File: src/hdl/ihrc_pkg.sv
// shared types and constants for the ipv4 header receive check
package ihrc_pkg;

	typedef enum logic [2:0] {
		VERDICT_ACCEPT   = 3'd0,
		VERDICT_VERSION  = 3'd1,
		VERDICT_HEADLEN  = 3'd2,
		VERDICT_TTL      = 3'd3,
		VERDICT_DEST     = 3'd4,
		VERDICT_CHECKSUM = 3'd5
	} verdict_t;

	localparam logic [3:0]  IP_VERSION     = 4'd4;
	localparam logic [3:0]  MIN_IHL        = 4'd5;
	localparam logic [5:0]  IDX_VER_IHL    = 6'd0;
	localparam logic [5:0]  IDX_TTL        = 6'd8;
	localparam logic [5:0]  IDX_DEST_FIRST = 6'd16;
	localparam logic [5:0]  IDX_DEST_LAST  = 6'd19;
	localparam logic [5:0]  IDX_MAX        = 6'd63;
	localparam logic [31:0] BROADCAST_ADDR = 32'hffff_ffff;
	localparam logic [15:0] SUM_GOOD       = 16'hffff;

	typedef struct packed {
		logic       step;
		logic [7:0] data_byte;
		logic       last_byte;
	} hdr_req_t;

endpackage

File: src/hdl/ihrc_hdr_track.sv
// per-packet header tracking state and verdict logic
module ihrc_hdr_track
	import ihrc_pkg::*;
(
	input  logic        clk,
	input  logic        arst_n,
	input  hdr_req_t    req,
	input  logic [31:0] local_address,
	output verdict_t    verdict_next
);

	logic [5:0]  byte_index_q, byte_index_n;
	logic [3:0]  header_words_q, header_words_n;
	logic        version_bad_q, version_bad_n;
	logic        ttl_zero_q, ttl_zero_n;
	logic [31:0] dest_shift_q, dest_shift_n;
	logic [7:0]  high_byte_hold_q, high_byte_hold_n;
	logic [15:0] ones_sum_q, ones_sum_n;
	logic        header_done_q, header_done_n;
	logic [16:0] sum_wide;
	logic [5:0]  end_index;

	always_comb begin
		byte_index_n     = byte_index_q;
		header_words_n   = header_words_q;
		version_bad_n    = version_bad_q;
		ttl_zero_n       = ttl_zero_q;
		dest_shift_n     = dest_shift_q;
		high_byte_hold_n = high_byte_hold_q;
		ones_sum_n       = ones_sum_q;
		header_done_n    = header_done_q;
		sum_wide         = {1'b0, ones_sum_q} + {1'b0, high_byte_hold_q, req.data_byte};
		end_index        = 6'd0;
		if (!header_done_q) begin
			if (byte_index_q == IDX_VER_IHL) begin
				header_words_n = req.data_byte[3:0];
				version_bad_n  = req.data_byte[7:4] != IP_VERSION;
			end
			if (byte_index_q == IDX_TTL)
				ttl_zero_n = req.data_byte == 8'd0;
			if (byte_index_q >= IDX_DEST_FIRST && byte_index_q <= IDX_DEST_LAST)
				dest_shift_n = {dest_shift_q[23:0], req.data_byte};
			if (!byte_index_q[0])
				high_byte_hold_n = req.data_byte;
			else
				ones_sum_n = sum_wide[15:0] + {15'd0, sum_wide[16]};
			end_index = {header_words_n, 2'b00} - 6'd1;
			if (header_words_n >= MIN_IHL && byte_index_q == end_index)
				header_done_n = 1'b1;
			if (byte_index_q < IDX_MAX)
				byte_index_n = byte_index_q + 6'd1;
		end
	end

	always_comb begin
		if (version_bad_n)
			verdict_next = VERDICT_VERSION;
		else if (header_words_n < MIN_IHL || !header_done_n)
			verdict_next = VERDICT_HEADLEN;
		else if (ttl_zero_n)
			verdict_next = VERDICT_TTL;
		else if (dest_shift_n != local_address && dest_shift_n != BROADCAST_ADDR)
			verdict_next = VERDICT_DEST;
		else if (ones_sum_n != SUM_GOOD)
			verdict_next = VERDICT_CHECKSUM;
		else
			verdict_next = VERDICT_ACCEPT;
	end

	always_ff @(posedge clk or negedge arst_n) begin
		if (!arst_n) begin
			byte_index_q     <= '0;
			header_words_q   <= '0;
			version_bad_q    <= 1'b0;
			ttl_zero_q       <= 1'b0;
			dest_shift_q     <= '0;
			high_byte_hold_q <= '0;
			ones_sum_q       <= '0;
			header_done_q    <= 1'b0;
		end else if (req.step) begin
			if (req.last_byte) begin
				byte_index_q     <= '0;
				header_words_q   <= '0;
				version_bad_q    <= 1'b0;
				ttl_zero_q       <= 1'b0;
				dest_shift_q     <= '0;
				high_byte_hold_q <= '0;
				ones_sum_q       <= '0;
				header_done_q    <= 1'b0;
			end else begin
				byte_index_q     <= byte_index_n;
				header_words_q   <= header_words_n;
				version_bad_q    <= version_bad_n;
				ttl_zero_q       <= ttl_zero_n;
				dest_shift_q     <= dest_shift_n;
				high_byte_hold_q <= high_byte_hold_n;
				ones_sum_q       <= ones_sum_n;
				header_done_q    <= header_done_n;
			end
		end
	end

endmodule

File: src/hdl/ipv4_header_receive_check.sv
// top level of the ipv4 header receive check
// path: an accepted last byte sits in the input register, then sets out_valid in the result register as it advances
// throughput: one byte per cycle, set by the input and result registers
// a request stalls only when a verdict waits in the result register
// reset: arst_n clears packet state, both valid flags and local_address
module ipv4_header_receive_check
	import ihrc_pkg::*;
(
	input  logic        clk,
	input  logic        arst_n,
	input  logic        in_valid,
	output logic        in_ready,
	input  logic [7:0]  data_byte,
	input  logic        last_byte,
	output logic        out_valid,
	input  logic        out_ready,
	output logic [2:0]  verdict,
	input  logic        cfg_write_en,
	input  logic [31:0] cfg_write_data
);

	logic        valid_s1;
	logic [7:0]  data_byte_s1;
	logic        last_byte_s1;
	logic        advance_s1;
	logic        out_valid_q;
	verdict_t    verdict_q;
	verdict_t    verdict_next;
	logic [31:0] local_address_q;
	hdr_req_t    track_req;

	// a non-last byte makes no result and never waits
	assign advance_s1 = valid_s1 && !(last_byte_s1 && out_valid_q && !out_ready);
	assign in_ready   = !valid_s1 || advance_s1;

	assign track_req.step      = advance_s1;
	assign track_req.data_byte = data_byte_s1;
	assign track_req.last_byte = last_byte_s1;

	always_ff @(posedge clk or negedge arst_n) begin
		if (!arst_n)
			local_address_q <= '0;
		else if (cfg_write_en)
			local_address_q <= cfg_write_data;
	end

	always_ff @(posedge clk or negedge arst_n) begin
		if (!arst_n)
			valid_s1 <= 1'b0;
		else if (in_ready)
			valid_s1 <= in_valid;
	end

	always_ff @(posedge clk) begin
		if (in_ready && in_valid) begin
			data_byte_s1 <= data_byte;
			last_byte_s1 <= last_byte;
		end
	end

	ihrc_hdr_track u_hdr_track (
		.clk           (clk),
		.arst_n        (arst_n),
		.req           (track_req),
		.local_address (local_address_q),
		.verdict_next  (verdict_next)
	);

	always_ff @(posedge clk or negedge arst_n) begin
		if (!arst_n)
			out_valid_q <= 1'b0;
		else if (advance_s1 && last_byte_s1)
			out_valid_q <= 1'b1;
		else if (out_ready)
			out_valid_q <= 1'b0;
	end

	always_ff @(posedge clk) begin
		if (advance_s1 && last_byte_s1)
			verdict_q <= verdict_next;
	end

	assign out_valid = out_valid_q;
	assign verdict   = verdict_q;

endmodule
File: config.mk
export PLATFORM = sky130hd
export DESIGN_NAME = ipv4_header_receive_check
export DESIGN_NICKNAME = d
export VERILOG_FILES = /design/src/hdl/ihrc_pkg.sv /design/src/hdl/ihrc_hdr_track.sv /design/src/hdl/ipv4_header_receive_check.sv
export SDC_FILE = /design/constraint.sdc
export NUM_CORES = 1
export LEC_CHECK = 0
export BUFFER_PORTS_ARGS = -buffer_cell sky130_fd_sc_hd__buf_2
export CAP_MARGIN = 25
export CORE_MARGIN = 3
export CORE_UTILIZATION = 55
export DETAILED_ROUTE_END_ITERATION = 8
export PLACE_DENSITY = 0.8
export SYNTH_ARGS = -nofsm -noshare
export SYNTH_HDL_FRONTEND = slang
export SYNTH_HIERARCHICAL = 1
export SYNTH_SLANG_ARGS = --single-unit
File: constraint.sdc
create_clock -name clk -period 5 [get_ports clk]
set_input_delay 0.5 -clock clk [delete_from_list [all_inputs] [get_ports clk]]
set_output_delay 0.5 -clock clk [all_outputs]
set_load 0.01 [all_outputs]
---- Yosys cells after proc, flatten, opt, wreduce, memory -nomap -nowiden ----
Cells that the tools add are included.
storage, ports and cells
  input port bits ......................... 46
  register bits after elaboration ......... 115
  output and inout port bits .............. 5
  logic and storage cells ................. 84
cells by class
  reductions and logical operators ........ 21
  multiplexer cells ....................... 31
  $add $sub $neg .......................... 4
  equal/unequal tests ..................... 8
  $lt $le $gt $ge ......................... 5
operators by type and width
  cell                                                               number
  two-way mux 32 bit                                                 3
  two-way mux 16 bit                                                 3
  inequality test 32 bit                                             1
  inequality test 32 bit, second input constant                      1
  two-way mux 8 bit                                                  3
  two-way mux 6 bit                                                  3
  adder 16 x 16 -> 17 bit                                            1
  adder 16 x 1 -> 16 bit                                             1
  two-way mux 4 bit                                                  4
  inequality test 16 bit, second input constant                      1
  two-way mux 1 bit                                                  11
  logical AND 1 bit                                                  8
  logical NOT 8 bit                                                  1
  adder 6 x 1 -> 6 bit, second input constant                        1
  equality test 6 x 4 -> 1 bit, second input constant                1
  equality test 6 bit                                                1
  greater-or-equal comparator 6 x 5 -> 1 bit, second input constant  1
  less-or-equal comparator 6 x 5 -> 1 bit, second input constant     1
  logical NOT 6 bit                                                  1
  less-than comparator 6 bit, second input constant                  1
  two-way mux 3 bit                                                  2
  AND reduction 3 bit                                                2
  subtractor 6 x 1 -> 6 bit, second input constant                   1
  greater-or-equal comparator 4 x 3 -> 1 bit, second input constant  1
  other kinds (8)                                                    15

---- Logic depth before layout (Yosys ltp) ----
Gate-level depths: netlist of run 1.
  depth in word-level cells ............... 11
  depth in mapped cells ................... 20
  mapped depth without buffers ............ 20

---- Cells and area by module ----
Netlist of run 1, hierarchy kept.
by module, submodules not included
  module                     instances  cells each  area each (um^2)
  ihrc_hdr_track             1          532         5068.6
  ipv4_header_receive_check  1          90          1804.2

---- Least setup slack after synthesis of run 1 ----
No wires, ideal clock.
  path kind ............................... register to register
  start ................................... register data_byte_s1[1]
  end ..................................... register verdict_q[0], in the netlist verdict[0] (data pin)
  data arrival time ....................... 4.355 ns
  stages on the path, launching flop included .. 21
  setup time .............................. 0.267 ns
  setup slack ............................. 0.377 ns
  cell sequence ........................... edfxtp_1 > clkbuf_1 > inv_1 > fa_1 > nor2b_1 > o2111ai_1 > a31oi_2 > a21oi_1 > a21oi_1 > a21oi_1 > o21bai_1 > ha_1 > ha_1 > nand3_1 > a21o_1 > nor4b_1 > xnor3_1 > a211o_1 > nor4_2 > a41oi_1 > a2bb2oi_1
between the ends
  word-level cells in the longest chain between the ends .. 10
  elaborated cells on any way between the ends .. 29
  classes of those cells .................. add/sub (3); order compare (2); eq/ne (4); mux (15); reduce/logical (5)
RTL lines
  element                                                                          line                             source
  start, declared                                                                  ipv4_header_receive_check.sv:23  logic [7:0] data_byte_s1;
  start signal, assigned                                                           ipv4_header_receive_check.sv:56  data_byte_s1 <= data_byte;
  parallel branches: the longest is 9 deep, another holds adder 16 x 16 -> 17 bit  -
  two-way mux 2 bit (*)                                                            ihrc_hdr_track.sv:58             else if (header_words_n < MIN_IHL || !header_done_n)
  end signal, assigned                                                             ipv4_header_receive_check.sv:80  verdict_q <= verdict_next;
  end, declared                                                                    ipv4_header_receive_check.sv:27  verdict_t verdict_q;
Every way passes the cells marked *. The select of a mux whose other input is x is not followed.
A chain may end at the register's enable or synchronous reset.

---- Worst setup path after layout of run 1 ----
  start ................................... register u_hdr_track.ones_sum_q[0]
  end ..................................... register verdict_q[0], in the netlist verdict[0] (data pin)
between the ends
  word-level cells in the longest chain between the ends .. 9
RTL lines
  element                     line                  source
  start, declared             ihrc_hdr_track.sv:18  logic [15:0] ones_sum_q, ones_sum_n;
  start signal, assigned      ihrc_hdr_track.sv:97  ones_sum_q <= ones_sum_n;
  adder 16 x 16 -> 17 bit     ihrc_hdr_track.sv:32  sum_wide = {1'b0, ones_sum_q} + {1'b0, high_byte_hold_q, req.data_byte};
  adder 16 x 1 -> 16 bit      ihrc_hdr_track.sv:46  ones_sum_n = sum_wide[15:0] + {15'd0, sum_wide[16]};
  two-way mux 16 bit          ihrc_hdr_track.sv:43  if (!byte_index_q[0])
  two-way mux 16 bit (*)      ihrc_hdr_track.sv:34  if (!header_done_q) begin
  inequality test 16 bit (*)  ihrc_hdr_track.sv:64  else if (ones_sum_n != SUM_GOOD)
  two-way mux 3 bit (*)       ihrc_hdr_track.sv:64
  two-way mux 3 bit (*)       ihrc_hdr_track.sv:62  else if (dest_shift_n != local_address && dest_shift_n != BROADCAST_ADDR)
  two-way mux 2 bit (*)       ihrc_hdr_track.sv:60  else if (ttl_zero_n)
  two-way mux 2 bit (*)       ihrc_hdr_track.sv:58
Every way passes the cells marked *; elsewhere a longest branch is shown, timed or not.

==> metrics, run 1 <==
CTS Sinks=115; largest net degree at the start of global routing=57; Num CTS Buffers=17; post-layout instance area=7870 µm²; Die Ht=118 µm; Startpoint Class=register; vias in the first global route=~5500; Boundary Pins=51; status=finished clean; Buffers on Ports=50; initial antenna violation count=0; delay-heaviest family, CP=compound AO/OA/AOI/OAI gates; final slew viol count=0; FF+latch count, synth=between 100 and 150; worst slack at placement=0.0702 ns; YS warnings=6; Nets=~740; layout cell share with drive strength beyond 1=20.9%; P_leak=3.36 nW; Via-to-Cell Ratio=6.43; FF-to-FF End=verdict[0]; Distinct cells, synth=a little over 70; H-tree levels=4; internal reg-to-reg setup slack=0.24 ns; via count=around 5500; Initial Util=56.7%; routed length per instance=20.0 µm; crit end category=register; clk_skew=between 0.007 and 0.008 ns; ys async rst share=about nine tenths; fmax=0.210 GHz; die area=13900 µm²; main flop type after synthesis=dfrtp_1; Fillers=between 900 and 1000; sequential area share after synthesis=42.7%; total gr overflow=0; Hold WS=0.131 ns; register clock-pin slew on the reported worst setup and hold paths=about 0.05 ns; HP Class=in -> async; power per cell area=417 nW/µm²; CP max FO=8; 1st-iter DRT viols=690; unrepaired setup endpoints after global routing=false; Non-Filler Instances=around 860; period utilization=between 90% and 100%; Total Wirelength=~17000 µm; Levels on crit path=20; Synth Instances=between 600 and 700; total chip power=3.28 mW; Clock Latency Late Sink=0.41 ns; slowest library cell on the worst path=fa_1; Reg2Reg Launch Point=u_hdr_track/ones_sum_q[0]; Worst Path Required=5.13 ns; diode count=0; Layout area overhead=14.5%; Hold Buf Count CTS=0; CP Launch Point=u_hdr_track/ones_sum_q[0]; Reg2Reg Depth=20; WP buf/inv=1; Min Clock Period, post-route=~4.8 ns; number of synthesized flops with an enable pin=12; Longest Clk Path Bufs=2; CTS tree=done; CTS Root Cell=clkbuf_16; DRC viols=0; row count=40; Placeable Area=~12000 µm²; Post-Route Utilization=65.0%; CP endpoint=verdict[0]; Die Span X=118 µm; worst setup path category=reg -> reg; mean area per synthesized cell=roughly 11 µm²; Cells after DPL=just over 800; Peak VDD IR=239 µV; commonest non-fill, non-tap cells in the layout=dfrtp_1, a22o_1, buf_2; Final Hold Viols=0; GPL Wtd Cong=0.920; Final ANT Viol Nets=0; first-pass GRT wire length=28400 µm; critical path cell sequence=ha_2 > inv_1 > fa_1 > nor2b_2 > o2111ai_1 > a31oi_2 > a21oi_1 > a21oi_2 > a21oi_1 > o21bai_1 > ha_1 > ha_1 > nand3_1 > a21o_2 > nor4b_2 > xnor3_1 > a211o_1 > nor4_4 > a41oi_1 > a2bb2oi_1; max_slew headroom=36.3%; Post-DP HPWL=12100 µm; Fin Setup TNS=0 ns; Mapped Area=between 6000 and 7000 µm²; router iterations before antenna repair=5; Max-Cap Viols=0; Final setup viols=0; final worst setup slack=0.242 ns; total track usage=25.2%; crit path DAT=approximately 4.9 ns; Worst Tran Pin Value=~0.96 ns; Worst path max stage delay=between 0.4 and 0.5 ns; most common cell after layout, fill and taps aside=dfrtp_1; Mapped Nets=691; placed cell areas=7290 µm²
==> cell type report <==
| type | count | area (µm²) | share of cell area, % |
|---|---|---|---|
| multi-input combinational | 458 | 3720 | 47.2 |
| sequential | 115 | 2940 | 37.3 |
| clock buffer | 19 | 433 | 5.50 |
| timing repair buffer | 65 | 385 | 4.90 |
| tap | 168 | 210 | 2.67 |
| clock inverter | 13 | 118 | 1.49 |
| inverter | 18 | 67.6 | 0.859 |
==> state kept, by name, indices dropped and copies added (netlist names), 3 cells and up <==
register                      flops
data_byte_s1                      8
local_address_q                  32
u_hdr_track/byte_index_q          6
u_hdr_track/dest_shift_q         32
u_hdr_track/header_words_q        4
u_hdr_track/high_byte_hold_q      8
u_hdr_track/ones_sum_q           16
verdict                           3
==> how the worst min path moves through the flow <==
stage,from,endpoint,slack (ns)
finish,arst_n,u_hdr_track/ones_sum_q[8],0.13
global route,arst_n,u_hdr_track/ones_sum_q[8],0.19
CTS,arst_n,u_hdr_track/ones_sum_q[8],0.15
detailed placement,u_hdr_track/version_bad_q,u_hdr_track/version_bad_q,0.47
global placement,u_hdr_track/version_bad_q,u_hdr_track/version_bad_q,0.47
floorplan,arst_n,local_address_q[0],0.20
==> per-layer routing <==
metal / routed length, µm / vias to the layer above / GRT usage [%]
met5: 0 / - / 0
met4: 388 / 0 / 9.08
met3: 1320 / 42 / 6.10
met2: 8060 / 252 / 39.5
met1: 7390 / 2755 / 34.5
li1: - / 2457 / -
==> power breakdown <==
part | switching, mW | total [mW] | internal, mW | leakage [nW]
logic | 0.563 | 0.999 | 0.435 | 1.63
clock network | 0.407 | 1.13 | 0.721 | 0.273
registers | 0.108 | 1.16 | 1.05 | 1.45
total | 1.08 | 3.28 | 2.21 | 3.36
==> cells by family (layout without fill, tap and decap cells) <==
logic type,Yosys count,in the layout,synth area share [%]
DFF,115,115,42.7
buffers and inverters,49,115,3.68
muxes,63,63,11.4
xor gates and xnor gates,62,62,8.30
AOI/OAI and AO/OA,164,164,17.8
adders and majority gates,23,23,4.30
and+or+nand+nor,146,146,11.7
==> Yosys cell counts, types with 3 or more instances <==
| cell type | number | share of area [%] |
|---|---|---|
| inv_1 | 18 | 0.98 |
| or3_1 | 3 | 0.27 |
| o21ai_1 | 3 | 0.22 |
| mux2_4 | 30 | 6.6 |
| a21o_1 | 3 | 0.33 |
| dfrtp_1 | 103 | 38 |
| a21oi_1 | 27 | 2.0 |
| nor2_1 | 28 | 1.5 |
| and3_1 | 3 | 0.27 |
| o21ai_0 | 21 | 1.5 |
| nand3_1 | 14 | 1.0 |
| nor2b_1 | 5 | 0.46 |
| mux2_2 | 3 | 0.49 |
| a31o_2 | 4 | 0.51 |
| a21boi_0 | 3 | 0.33 |
| nor4_1 | 7 | 0.64 |
| a211oi_1 | 4 | 0.44 |
| a31oi_1 | 7 | 0.64 |
| ha_1 | 22 | 4.0 |
| buf_2 | 3 | 0.22 |
| o2bb2ai_1 | 5 | 0.64 |
| edfxtp_1 | 12 | 5.2 |
| o31ai_1 | 3 | 0.33 |
| xnor2_1 | 28 | 3.6 |
| clkbuf_1 | 22 | 1.2 |
| nand2_1 | 21 | 1.1 |
| nand4_1 | 25 | 2.3 |
| mux2i_1 | 30 | 4.4 |
| and2_1 | 3 | 0.27 |
| nor4b_1 | 3 | 0.38 |
| nand2b_1 | 5 | 0.46 |
| o211ai_1 | 3 | 0.33 |
| a22o_1 | 52 | 6.6 |
| xor2_1 | 32 | 4.1 |
| buf_12 | 3 | 0.87 |
| o21a_1 | 6 | 0.66 |
| nor3_1 | 16 | 1.2 |
==> what timing repair did <==
| action | 4_1_cts | 5_1_grt |
|---|---|---|
| endpoints found under the setup margin | 0 | 2 |
| setup buffers | 0 | 1 |
| resized for setup | 0 | 6 |
(Power assumes the default switching activity.)
==> run 2: changes to the inputs <==
--- a/config.mk
+++ b/config.mk
@@ -11,6 +11,8 @@
 export CORE_UTILIZATION = 55
 export DETAILED_ROUTE_END_ITERATION = 8
 export PLACE_DENSITY = 0.8
+export REMOVE_ABC_BUFFERS = 1
+export SETUP_SLACK_MARGIN = 0.15
 export SYNTH_ARGS = -nofsm -noshare
 export SYNTH_HDL_FRONTEND = slang
 export SYNTH_HIERARCHICAL = 1
==> metrics, run 2 (synthesis results as in run 1) <==
worst setup path category=reg -> reg; worst slack at placement=0.0879 ns (+0.0178 ns); Max-Cap Viols=0 (unchanged); Total Wirelength=18000 µm (+5.2%); commonest non-fill, non-tap cells in the layout=dfrtp_1, a22o_1, buf_2; Min Clock Period, post-route=4.56 ns (-0.193 ns); CTS Root Cell=clkbuf_16; Post-DP HPWL=12200 µm (+1.6%); 1st-iter DRT viols=555 (-20%); CP max FO=8 (unchanged); Clock Latency Late Sink=0.41 ns (about the same); Clk pwr share=34.2% (about the same); Buffers on Ports=50 (unchanged); Post-Route Utilization=65.3% (+0.31 points); Initial Util=56.7% (unchanged); Reg2Reg Launch Point=u_hdr_track/ones_sum_q[0]; FF-to-FF End=verdict[0]; Peak VDD IR=240 µV (+0.18%); CTS Sinks=115 (unchanged); Sw Share=33.6% (+0.79 points); vias in the first global route=5547 (+1.2%); Worst Path Required=5.14 ns (about the same); power per cell area=423 nW/µm² (+1.4%); Num CTS Buffers=17 (unchanged); Top Registers=local_address_q: 32 flops, u_hdr_track/dest_shift_q: 32 flops, u_hdr_track/ones_sum_q: 16 flops; register clock-pin slew on the reported worst setup and hold paths=0.05 ns (about the same); routed length per instance=21.1 µm (+5.4%); Final setup viols=0 (unchanged); Die Ht=118 µm (unchanged); row count=40 (unchanged); GPL Wtd Cong=0.969 (+5.3%); internal reg-to-reg setup slack=0.44 ns (+0.19 ns); Nets=742 (-0.27%); max_slew headroom=28.9% (-7.4 points); sequential share of power=34.8% (-0.4 points); initial antenna violation count=0 (unchanged); clk_skew=0.00881 ns (+0.00130 ns); HP Class=in -> async; most common cell after layout, fill and taps aside=dfrtp_1; fmax=0.219 GHz (+4.2%); status=finished clean; Startpoint Class=register; period utilization=91.3% (-3.9 points); Die Span X=118 µm (unchanged); Hold Buf Count CTS=0 (unchanged); Int Power=2.22 mW (+0.71%); H-tree levels=4 (unchanged); crit path DAT=4.71 ns (-0.18 ns); Fillers=900 (-4.4%); Boundary Pins=51 (unchanged); Psw=1.13 mW (+4.4%); final worst setup slack=0.435 ns (+0.193 ns); final slew viol count=0 (unchanged); Reg2Reg Depth=20 (unchanged); DRC viols=0 (unchanged); Fin Setup TNS=0 ns (unchanged); CTS tree=done; crit end category=register; via count=5547 (+0.74%); diode count=0 (unchanged); unrepaired setup endpoints after global routing=false; total track usage=26.3% (+1.1 points); total gr overflow=0 (unchanged); P_leak=3.36 nW (about the same); layout cell share with drive strength beyond 1=21.4% (+0.50 points); Worst Tran Pin Value=1.06 ns (+0.103 ns); largest net degree at the start of global routing=63 (+11%); Via-to-Cell Ratio=6.50 (+0.98%); Longest Clk Path Bufs=2 (unchanged); router iterations before antenna repair=8 (+3); Placeable Area=12100 µm² (unchanged); Layout area overhead=15.0%; die area=13900 µm² (unchanged); first-pass GRT wire length=29100 µm (+2.4%); Final Hold Viols=0 (unchanged); Logic pwr share=31.0% (+0.6 points); Final ANT Viol Nets=0 (unchanged)
[run 2: worst max path at each step]
| stage | start | to | slack, ns | depth (start not counted) |
|---|---|---|---|---|
| 4_1_cts | u_hdr_track/ones_sum_q[0] | verdict[0] | 0.21 | 20 |
| 3_3_place_gp | u_hdr_track/ones_sum_q[0] | verdict[0] | 0.33 | 20 |
| 3_5_place_dp | u_hdr_track/ones_sum_q[0] | verdict[0] | 0.09 | 20 |
| 2_1_floorplan | u_hdr_track/header_done_q | u_hdr_track/dest_shift_q[0] | -2.34 | 4 |
| 6_report | u_hdr_track/ones_sum_q[0] | verdict[0] | 0.44 | 20 |
| 5_1_grt | data_byte_s1[4] | verdict[0] | 0.18 | 18 |
[run 2: worst max-delay path, stage by stage (launching register included)]
cell and delay (ns):
dfrtp_1 0.40, ha_4 0.18, inv_1 0.06, fa_2 0.38, nor2b_4 0.17, o2111ai_2 0.16
a31oi_2 0.20, a21oi_1 0.10, a21oi_2 0.19, a21oi_1 0.09, o21bai_1 0.17, ha_1 0.20
ha_1 0.21, nand3_1 0.08, a21o_2 0.27, nor4b_2 0.24, xnor3_1 0.28, a211o_1 0.34
nor4_4 0.25, a41oi_1 0.15, a2bb2oi_1 0.17
[run 2: cell type report]
type | count | area, µm² | area share, %
Multi-Input combinational cell | 458 | 3750 | 47.4
Timing Repair Buffer | 63 | 370 | 4.68
Clock buffer | 26 | 531 | 6.71
Clock inverter | 6 | 42.5 | 0.538
Sequential cell | 115 | 2940 | 37.2
Inverter | 18 | 67.6 | 0.855
Tap cell | 168 | 210 | 2.66
[run 2: timing repair]
action,CTS,global route
setup buffers,0,1
pin swaps,0,3
endpoints found under the setup margin,2,2
gates resized for setup,2,10
[run 2: routing by layer]
layer  wire length (µm)  global-route usage (%)  vias to the layer above
met5                  0                       0                        -
met4                566                    11.7                        0
met3               1340                    5.62                       46
met2               8810                    42.3                      306
met1               7330                    34.5                     2732
li1                   -                       -                     2463
[run 2: metrics by stage]
step / cell area, µm² / hold WS [ns] / total power, mW / std cells
after floorplan: 6690 / 0.204 / 1.87 / 591
after detailed placement: 7240 / 0.487 / 2.14 / 820
final: 7910 / 0.0756 / 3.35 / 854
after global routing: 7910 / 0.110 / 3.50 / 854
after global placement: 7240 / 0.477 / 2.10 / 820
after CTS: 7830 / 0.0899 / 3.30 / 852
[run 2: power by group through the flow]
stage | combinational (mW) | clock [mW] | sequential [mW]
after floorplan | 0.738 | 0 | 1.13
after global placement | 0.929 | 0 | 1.17
after detailed placement | 0.970 | 0 | 1.17
after CTS | 0.991 | 1.16 | 1.16
after global routing | 1.12 | 1.20 | 1.17
final | 1.04 | 1.14 | 1.16
==> run 3: changes to the inputs <==
--- a/config.mk
+++ b/config.mk
@@ -7,8 +7,10 @@
 export LEC_CHECK = 0
 export BUFFER_PORTS_ARGS = -buffer_cell sky130_fd_sc_hd__buf_2
 export CAP_MARGIN = 25
+export CELL_PAD_IN_SITES_DETAIL_PLACEMENT = 1
+export CELL_PAD_IN_SITES_GLOBAL_PLACEMENT = 2
 export CORE_MARGIN = 3
-export CORE_UTILIZATION = 55
+export CORE_UTILIZATION = 37
 export DETAILED_ROUTE_END_ITERATION = 8
 export PLACE_DENSITY = 0.8
 export REMOVE_ABC_BUFFERS = 1
==> metrics, run 3 (synthesis results as in run 1) <==
fmax=0.220 GHz (+0.47%); Final setup viols=0 (unchanged); routed length per instance=21.2 µm (+0.33%); P_leak=3.38 nW (+0.76%); most common cell after layout, fill and taps aside=dfrtp_1; vias in the first global route=5713 (+3.0%); Placeable Area=18100 µm² (+49%); Via-to-Cell Ratio=5.79 (-11%); max_slew headroom=34.1% (+5.2 points); Min Clock Period, post-route=4.54 ns (-0.0214 ns); Fin Setup TNS=0 ns (unchanged); via count=5323 (-4.0%); CTS Root Cell=clkbuf_16; Top Registers=local_address_q: 32 flops, u_hdr_track/dest_shift_q: 32 flops, u_hdr_track/ones_sum_q: 16 flops; Final ANT Viol Nets=0 (unchanged); GPL Wtd Cong=0.813 (-16%); Buffers on Ports=50 (unchanged); row count=49 (+23%); Die Ht=142 µm (+21%); die area=20200 µm² (+46%); Num CTS Buffers=17 (unchanged); crit end category=register; Initial Util=38.0% (-19 points); status=finished clean; Total Wirelength=19500 µm (+8.0%); total track usage=20.3% (-6.0 points); register clock-pin slew on the reported worst setup and hold paths=0.06 ns (about the same); Clock Latency Late Sink=0.42 ns (about the same); layout cell share with drive strength beyond 1=22.0% (+0.60 points); total gr overflow=0 (unchanged); diode count=0 (unchanged); power per cell area=423 nW/µm² (about the same); CP endpoint=verdict[0]; HP Class=in -> async; final worst setup slack=0.457 ns (+0.0214 ns); Worst Path Required=5.16 ns (+0.02 ns); Boundary Pins=51 (unchanged); period utilization=90.9% (-0.43 points); unrepaired setup endpoints after global routing=false; Nets=746 (+0.54%); Peak VDD IR=272 µV (+14%); commonest non-fill, non-tap cells in the layout=dfrtp_1, a22o_1, buf_2; 1st-iter DRT viols=316 (-43%); initial antenna violation count=0 (unchanged); Post-DP HPWL=14100 µm (+15%); CP Launch Point=u_hdr_track/ones_sum_q[0]; DRC viols=0 (unchanged); crit path DAT=4.70 ns (about the same); Hold Buf Count CTS=0 (unchanged); Final Hold Viols=0 (unchanged); Die Span X=142 µm (+21%); internal reg-to-reg setup slack=0.46 ns (+0.02 ns); Longest Clk Path Bufs=2 (unchanged); router iterations before antenna repair=5 (-3); Non-Filler Instances=919 (+7.6%); final slew viol count=0 (unchanged); clk_skew=0.00880 ns (-0.0000174 ns); Reg2Reg Launch Point=u_hdr_track/ones_sum_q[0]; postcts setup bufs=0 (unchanged); H-tree levels=4 (unchanged); worst setup path category=reg -> reg; worst slack at placement=0.181 ns (+0.0930 ns); largest net degree at the start of global routing=66 (+4.8%); CTS Sinks=115 (unchanged); Cells after DPL=887 (+8.2%); CTS tree=done; CP max FO=8 (unchanged); Reg2Reg Depth=20 (unchanged); Post-Route Utilization=44.3% (-21 points); Layout area overhead=16.5%; first-pass GRT wire length=32300 µm (+11%); FF-to-FF End=verdict[0]; Startpoint Class=register; Worst Tran Pin Value=0.988 ns (-0.0700 ns); Max-Cap Viols=0 (unchanged)
## run 3: metrics by stage
step / power [mW] / instance area [µm²] / hold slack (ns)
after global placement: 2.13 / 7360 / 0.478
final: 3.39 / 8010 / 0.191
after global routing: 3.59 / 8010 / 0.246
after floorplan: 1.87 / 6690 / 0.204
after detailed placement: 2.17 / 7370 / 0.474
after CTS: 3.39 / 7960 / 0.220
## run 3: repair_timing
action                                 in CTS  in global routing
setup endpoints to repair                   0                  2
gates resized for setup                     0                  8
endpoints found under the hold margin       0                  0
## run 3: power by group
part | switching [mW] | leakage, nW | internal (mW)
combinational | 0.581 | 1.64 | 0.440
clock | 0.459 | 0.291 | 0.752
sequential | 0.109 | 1.45 | 1.05
## run 3: area by class of cell
type	instances	area, µm²
fill	1958	10100
multi-input combinational	458	3730
sequential	115	2940
clock buffer	18	439
timing repair buffer	67	388
tap	229	287
clock inverter	14	153
inverter	18	67.6
## run 3: worst min path at each step
stage                                           end  slack, ns  cells past startpoint
after floorplan                  local_address_q[0]       0.20                      0
after global routing      u_hdr_track/ones_sum_q[8]       0.25                      1
after CTS                 u_hdr_track/ones_sum_q[7]       0.22                      1
after detailed placement     u_hdr_track/ttl_zero_q       0.47                      1
final                     u_hdr_track/ones_sum_q[7]       0.19                      1
after global placement    u_hdr_track/version_bad_q       0.48                      1
## run 3: metal layers
metal / up-vias / GRT usage, % / wire length [µm]
met2: 77 / 33.8 / 9840
li1: 2464 / - / -
met5: - / 0 / 0
met3: 16 / 3.09 / 562
met1: 2766 / 27.7 / 8860
met4: 0 / 5.55 / 229
## run 3: worst max-delay path, stage by stage, from the launching register on
cell and delay (ns):
dfrtp_1 0.41, ha_4 0.18, inv_1 0.05, fa_1 0.42, nor2b_2 0.17, o2111ai_2 0.17
a31oi_2 0.20, a21oi_1 0.11, a21oi_2 0.16, a21oi_1 0.08, o21bai_1 0.14, ha_1 0.19
ha_1 0.20, nand3_1 0.09, a21o_2 0.27, nor4b_2 0.24, xnor3_1 0.28, a211o_1 0.34
nor4_4 0.28, a41oi_1 0.15, a2bb2oi_1 0.16
